## src/design/cplc_div_cell.sv

```systemverilog
// ----------------------------------------------------------------------------
// cplc_div_cell
// One restoring-division cell: produces one quotient bit per pass.
// ----------------------------------------------------------------------------
module cplc_div_cell #(
   parameter int UW = 35,
   parameter int QW = 16
) (
   input  logic          clock,
   input  logic          reset,
   input  logic          in_valid,
   input  logic [UW-1:0] in_rem,
   input  logic [UW-1:0] in_div,
   input  logic [QW-1:0] in_quo,
   output logic          out_valid,
   output logic [UW-1:0] out_rem,
   output logic [UW-1:0] out_div,
   output logic [QW-1:0] out_quo
);
   logic          valid_ff;
   logic [UW-1:0] rem_ff, rem_in, div_ff;
   logic [QW-1:0] quo_ff, quo_in;
   logic [UW-1:0] rem2;
   logic          take;

   always_comb begin
      rem2   = {in_rem[UW-2:0], 1'b0};
      take   = (rem2 >= in_div);
      rem_in = take ? (rem2 - in_div) : rem2;
      quo_in = {in_quo[QW-2:0], take};
   end

   always_ff @(posedge clock) begin
      if (reset) begin
         valid_ff <= 1'b0;
      end else begin
         valid_ff <= in_valid;
      end
      rem_ff <= rem_in;
      div_ff <= in_div;
      quo_ff <= quo_in;
   end

   assign out_valid = valid_ff;
   assign out_rem   = rem_ff;
   assign out_div   = div_ff;
   assign out_quo   = quo_ff;
endmodule

```

## src/design/cplc_div_chain.sv

```systemverilog
// ----------------------------------------------------------------------------
// cplc_div_chain
// Row of registered division cells; a fraction of QW bits leaves the last cell.
// ----------------------------------------------------------------------------
module cplc_div_chain #(
   parameter int UW = 35,
   parameter int QW = 16
) (
   input  logic          clock,
   input  logic          reset,
   input  logic          start,
   input  logic [UW-1:0] dividend,
   input  logic [UW-1:0] divisor,
   output logic          done,
   output logic [QW-1:0] quotient
);
   logic          v [QW+1];
   logic [UW-1:0] r [QW+1];
   logic [UW-1:0] d [QW+1];
   logic [QW-1:0] q [QW+1];

   assign v[0] = start;
   assign r[0] = dividend;
   assign d[0] = divisor;
   assign q[0] = '0;

   for (genvar g = 0; g < QW; g++) begin : g_cell
      cplc_div_cell #(.UW(UW), .QW(QW)) u_cell (
         .clock     (clock),
         .reset     (reset),
         .in_valid  (v[g]),
         .in_rem    (r[g]),
         .in_div    (d[g]),
         .in_quo    (q[g]),
         .out_valid (v[g+1]),
         .out_rem   (r[g+1]),
         .out_div   (d[g+1]),
         .out_quo   (q[g+1])
      );
   end

   assign done     = v[QW];
   assign quotient = q[QW];
endmodule

```

## config.mk

```make
export PLATFORM = sky130hd
export DESIGN_NAME = cplc_div_chain
export DESIGN_NICKNAME = d
export VERILOG_FILES = /design/src/design/cplc_div_cell.sv /design/src/design/cplc_div_chain.sv
export SDC_FILE = /design/constraint.sdc
export NUM_CORES = 2
export LEC_CHECK = 0
export ABC_AREA = 1
export BUFFER_PORTS_ARGS = -buffer_cell sky130_fd_sc_hd__buf_2
export CAP_MARGIN = 40
export CORE_MARGIN = 4
export CORE_UTILIZATION = 55
export CTS_CLUSTER_DIAMETER = 60
export DETAILED_ROUTE_END_ITERATION = 6
export HOLD_SLACK_MARGIN = 0.05
export PLACE_DENSITY = 0.8
export SYNTH_ARGS = -nofsm -noshare
export SYNTH_HDL_FRONTEND = slang
export SYNTH_HIERARCHICAL = 1
export SYNTH_SLANG_ARGS = --single-unit
```

## constraint.sdc

```tcl
create_clock -name clock -period 3.7 [get_ports clock]
set_input_delay 0 -clock clock [delete_from_list [all_inputs] [get_ports clock]]
set_output_delay 0 -clock clock [all_outputs]
set_load 0.005 [all_outputs]
```

Yosys cells after proc, flatten, opt, wreduce, memory -nomap -nowiden --
Cells that the tools add are included.
Storage, ports and cells: bits in registers 1187, input port bits 73, output and inout port bits 17
Cells by class: add/sub/neg operators 15, order comparisons 16, muxes and demuxes 15
Operators with widths (count):
- $ge 35x35->1 | 16
- $mux 34 | 15
- $sub 34x34->34 | 15

Logic depth before layout (Yosys ltp) --
word-level depth 2, depth in mapped cells 16, mapped depth without buffers 15

Modules after synthesis --
The synthesis kept the hierarchy.
Modules (own cells, without submodules):
- cplc_div_cell at g_cell[1].u_cell ... | instances 9, cells each 754, area an instance 4972.3 µm², seq. area each 1741.7 µm²
- cplc_div_cell at g_cell[0].u_cell ... | instances 7, cells each 744, area an instance 4906.0 µm², seq. area each 1741.7 µm²
- cplc_div_chain | instances 1, cells each 1, area an instance 3.8 µm², seq. area each 0.0 µm²

Least setup slack after synthesis --
Ideal clock, no wire load.
path type reg2reg, start register g_cell[9].u_cell.div_ff[2], end register g_cell[10].u_cell.rem_ff[32], setup time 0.113 ns, arrival 1.684 ns, data required time 3.587 ns, setup slack 1.903 ns, cell stages (with the launch flop) 15, path through dfxtp_1 -> inv_1 -> ha_1 -> buf_4 -> nand2_1 -> nand3_2 -> nand3_1 -> nand3_2 -> nand2_1 -> nand2_2 -> nand2_4 -> nand2_8 -> buf_4 -> nand3_1 -> nand2_1
Between the ends: cells in the longest elaborated chain, start to end 2
Ends and longest elaborated chain:
- from (decl) | line cplc_div_cell.sv:21 | logic [UW-1:0] rem_ff, rem_in, div_ff;
- from (signal assigned) | line cplc_div_cell.sv:40 | div_ff <= in_div;
- $sub 34x34->34 or $ge 35x35->1 (tied branches) | line cplc_div_cell.sv:29, cplc_div_cell.sv:28
- $mux 34 (*) | line cplc_div_cell.sv:29 | rem_in = take ? (rem2 - in_div) : rem2;
- via g_cell[10].u_cell.rem_in[32] | line cplc_div_cell.sv:21
- to (signal assigned) | line cplc_div_cell.sv:39 | rem_ff <= rem_in;
- to (decl) | line cplc_div_cell.sv:21
The timed path passes the listed nets; every way through them passes the cells marked *. A chain may end at the register's enable or synchronous reset.

Final worst setup path --
start input divisor[14], end register g_cell[0].u_cell.rem_ff[22]
Between the ends: cells in the longest elaborated chain, start to end 2
Ends and longest elaborated chain:
- from (decl) | line cplc_div_chain.sv:13 | input logic [UW-1:0] divisor,
- $sub 34x34->34 or $ge 35x35->1 (tied branches) | line cplc_div_cell.sv:29, cplc_div_cell.sv:28
- $mux 34 (*) | line cplc_div_cell.sv:29
- via g_cell[0].u_cell.rem_in[22] | line cplc_div_cell.sv:21
- to (signal assigned) | line cplc_div_cell.sv:39
- to (decl) | line cplc_div_cell.sv:21
Marks and branches as above.

==> flow_metrics.py <==
metrics = {
    "run_status": {
        "status": "completed",
    },
    "global_routing": {
        "grt_pass1_vias": 63801,
        "grt_pass1_wl_um": 353000,
        "antenna_found_initial": 2,
        "grt_overflow": 0,
        "gr-usage-met1": 0.395,
        "gr-max-usage-layer": "met2",
        "use_met3": 0.0424,
        "grt_max_degree": 36,
        "grt_use_total": 0.331,
        "groute.layer.met2.usage": 0.572,
    },
    "layout": {
        "finish.net_count": 12024,
        "fill_cells": 12371,
        "mostFrequentLayoutCells": "nand2_1, inv_1, dfxtp_1",
        "num_antenna_cells": 0,
        "layout-drive-gt1-share": 0.0618,
        "final_common_cell": "nand2_1",
        "instances_no_fill": 13225,
        "syn2layout_area_growth_pct": 10.9,
    },
    "power": {
        "pwr-share-comb": 0.532,
        "switching_share": 0.488,
        "cellLeakagePower_uw": 0.0460,
        "clock_power_share": 0.188,
        "p_per_area_nw_per_um2": 900,
        "design_power_total_uw": 71700,
        "vdd_drop_max_v": 0.000600,
        "intPower_uw": 36800,
        "p_sw_uw": 35000,
        "p_seq_frac": 0.280,
    },
    "routing": {
        "wirelength_um": 231000,
        "drtIter0Drc": 5524,
        "routedWlPerCell_um": 17.5,
        "routed_via_density": 5.08,
        "firstDrtPassIters": 6,
        "drc": 0,
        "antenna_left": 0,
        "vias": 67126,
    },
    "floorplan": {
        "io_pins": 90,
        "initial_core_util": 0.555,
        "num_rows": 132,
        "die_y_um": 370,
        "die_w_um": 370,
        "core_region_area_um2": 130000,
        "die-area_um2": 137000,
    },
    "clock_tree": {
        "cts.sinks": 1187,
        "clkLatencyLatePin_ns": 0.78,
        "clk_path_buf_depth": 3,
        "cts_inserted_buffers": 136,
        "clock_tree.root_cell": "clkbuf_16",
        "tritoncts": "yes",
        "post-cts-setup-buffers": 0,
        "clk_pin_slew_ns": 0.06,
        "h-tree-depth": 4,
    },
    "critical_path": {
        "startpoint_type": "input pin",
        "cp_max_fo": 35,
        "reg2reg_slack_ns": 0.84,
        "worstSetupEndpointType": "flop",
        "timing.rr.start": "g_cell[11].u_cell/out_div[5]",
        "rr_endpoint": "g_cell[12].u_cell/out_rem[22]",
        "critical_path_required_ns": 4.34,
        "arrival_ns": 3.67,
        "worstSetupPathType": "input pin to flop",
        "worst_r2r_path_depth": 11,
    },
    "sta": {
        "final.min_clock_period_ns": 3.03,
        "max_clock_freq_mhz": 330,
        "relSlewSlack": 0.460,
        "setup_viol": 0,
        "timing.final.ws_setup_ns": 0.666,
        "rsz0062_at_grt": "false",
        "hold_ws_ns": 0.143,
        "tightest_slew_ns": 0.804,
        "fin_crit_sh": 0.820,
        "hold_viol": 0,
        "slew_violations": 0,
        "clock-skew-final_ns": 0.0354,
        "tns_ns": 0,
    },
    "min_path": {
        "hold_path_end": "g_cell[6].u_cell/out_valid",
        "worstHoldStart": "reset",
        "worstHoldPathType": "input pin to flop",
        "min_path_cells": 3,
    },
    "synth": {
        "syn_avg_cell_area_um2": 6.49,
        "synthCells": 11087,
        "syn_area_um2": 71900,
        "synthesis.nets": 11735,
        "ys_warn_count": 6,
    },
    "placement": {
        "hpwl_um": 189000,
        "io_buffers": 88,
        "dp_slack_ns": 1.00,
        "place_congestion": 1.04,
        "dp.cells": 12819,
    },
    "job": {
        "drv_cap": 0,
    },
}
[metrics by stage]
stage | util | instance area, um2
4_1_cts | 0.615 | 79800
6_report | 0.615 | 79800
3_5_place_dp | 0.567 | 73500
3_3_place_gp | 0.567 | 73500
5_1_grt | 0.615 | 79800
2_1_floorplan | - | 71900
[flip-flops by register name (all words and copies together), names as in the netlist]
name and flops:
g_cell.u_cell/out_div 525, g_cell.u_cell/out_valid 16, g_cell.u_cell/out_quo 136, g_cell.u_cell/out_rem 510
[layout make-up]
cell class / instances / area, um2 / area share
multi-input cells: 7615 / 38900 / 0.487
flip-flops and latches: 1187 / 23800 / 0.298
inverters: 2187 / 8280 / 0.104
clock buffers: 165 / 3650 / 0.0457
well taps: 1742 / 2180 / 0.0273
repair buffers: 249 / 2050 / 0.0257
clock inverters: 80 / 971 / 0.0122
[worst max-delay path by stage]
stage	startpoint	endpoint	slack, ns	cells after the start
6_report	divisor[14]	g_cell[0].u_cell/out_rem[22]	0.67	14
5_1_grt	divisor[12]	g_cell[0].u_cell/out_rem[30]	0.57	14
4_1_cts	divisor[13]	g_cell[0].u_cell/out_rem[22]	0.87	14
3_5_place_dp	g_cell[11].u_cell/out_div[5]	g_cell[12].u_cell/out_rem[20]	1.00	11
3_3_place_gp	g_cell[11].u_cell/out_div[5]	g_cell[12].u_cell/out_rem[0]	1.03	10
2_1_floorplan	g_cell[9].u_cell/out_div[2]	g_cell[10].u_cell/out_rem[32]	1.91	14
[power by group through the flow]
| stage | Clock [uW] | Combinational (uW) | Sequential [uW] |
|---|---|---|---|
| 4_1_cts | 13800 | 37500 | 20000 |
| 5_1_grt | 14300 | 42800 | 20200 |
| 3_3_place_gp | 0 | 36700 | 20300 |
| 3_5_place_dp | 0 | 37100 | 20300 |
| 2_1_floorplan | 0 | 28900 | 18300 |
| 6_report | 13500 | 38200 | 20100 |
[what timing repair did]
item / 4_1_cts / 5_1_grt
hold buffers: 161 / 0
endpoints found under the hold margin: 86 / 0
resized for setup: 0 / 0
[routing by layer]
layer  wire length (um)  vias up
met2             108000     2238
met4              15300        0
met3              12800      613
met1              94800    30258
li1                   -    34017
met5                  0        -
[critical path: stages]
cell           delay (ns)
dlygate4sd3_1        0.54
buf_2                0.13
inv_1                0.05
ha_1                 0.33
nand2_1              0.12
nor2_2               0.23
nand3_1              0.14
nor3_1               0.64
a21oi_2              0.21
nand2_8              0.29
inv_6                0.19
nand2_1              0.10
nand2_1              0.06
dlygate4sd3_1        0.57
Note: power is estimated with default switching activity, not from simulation.
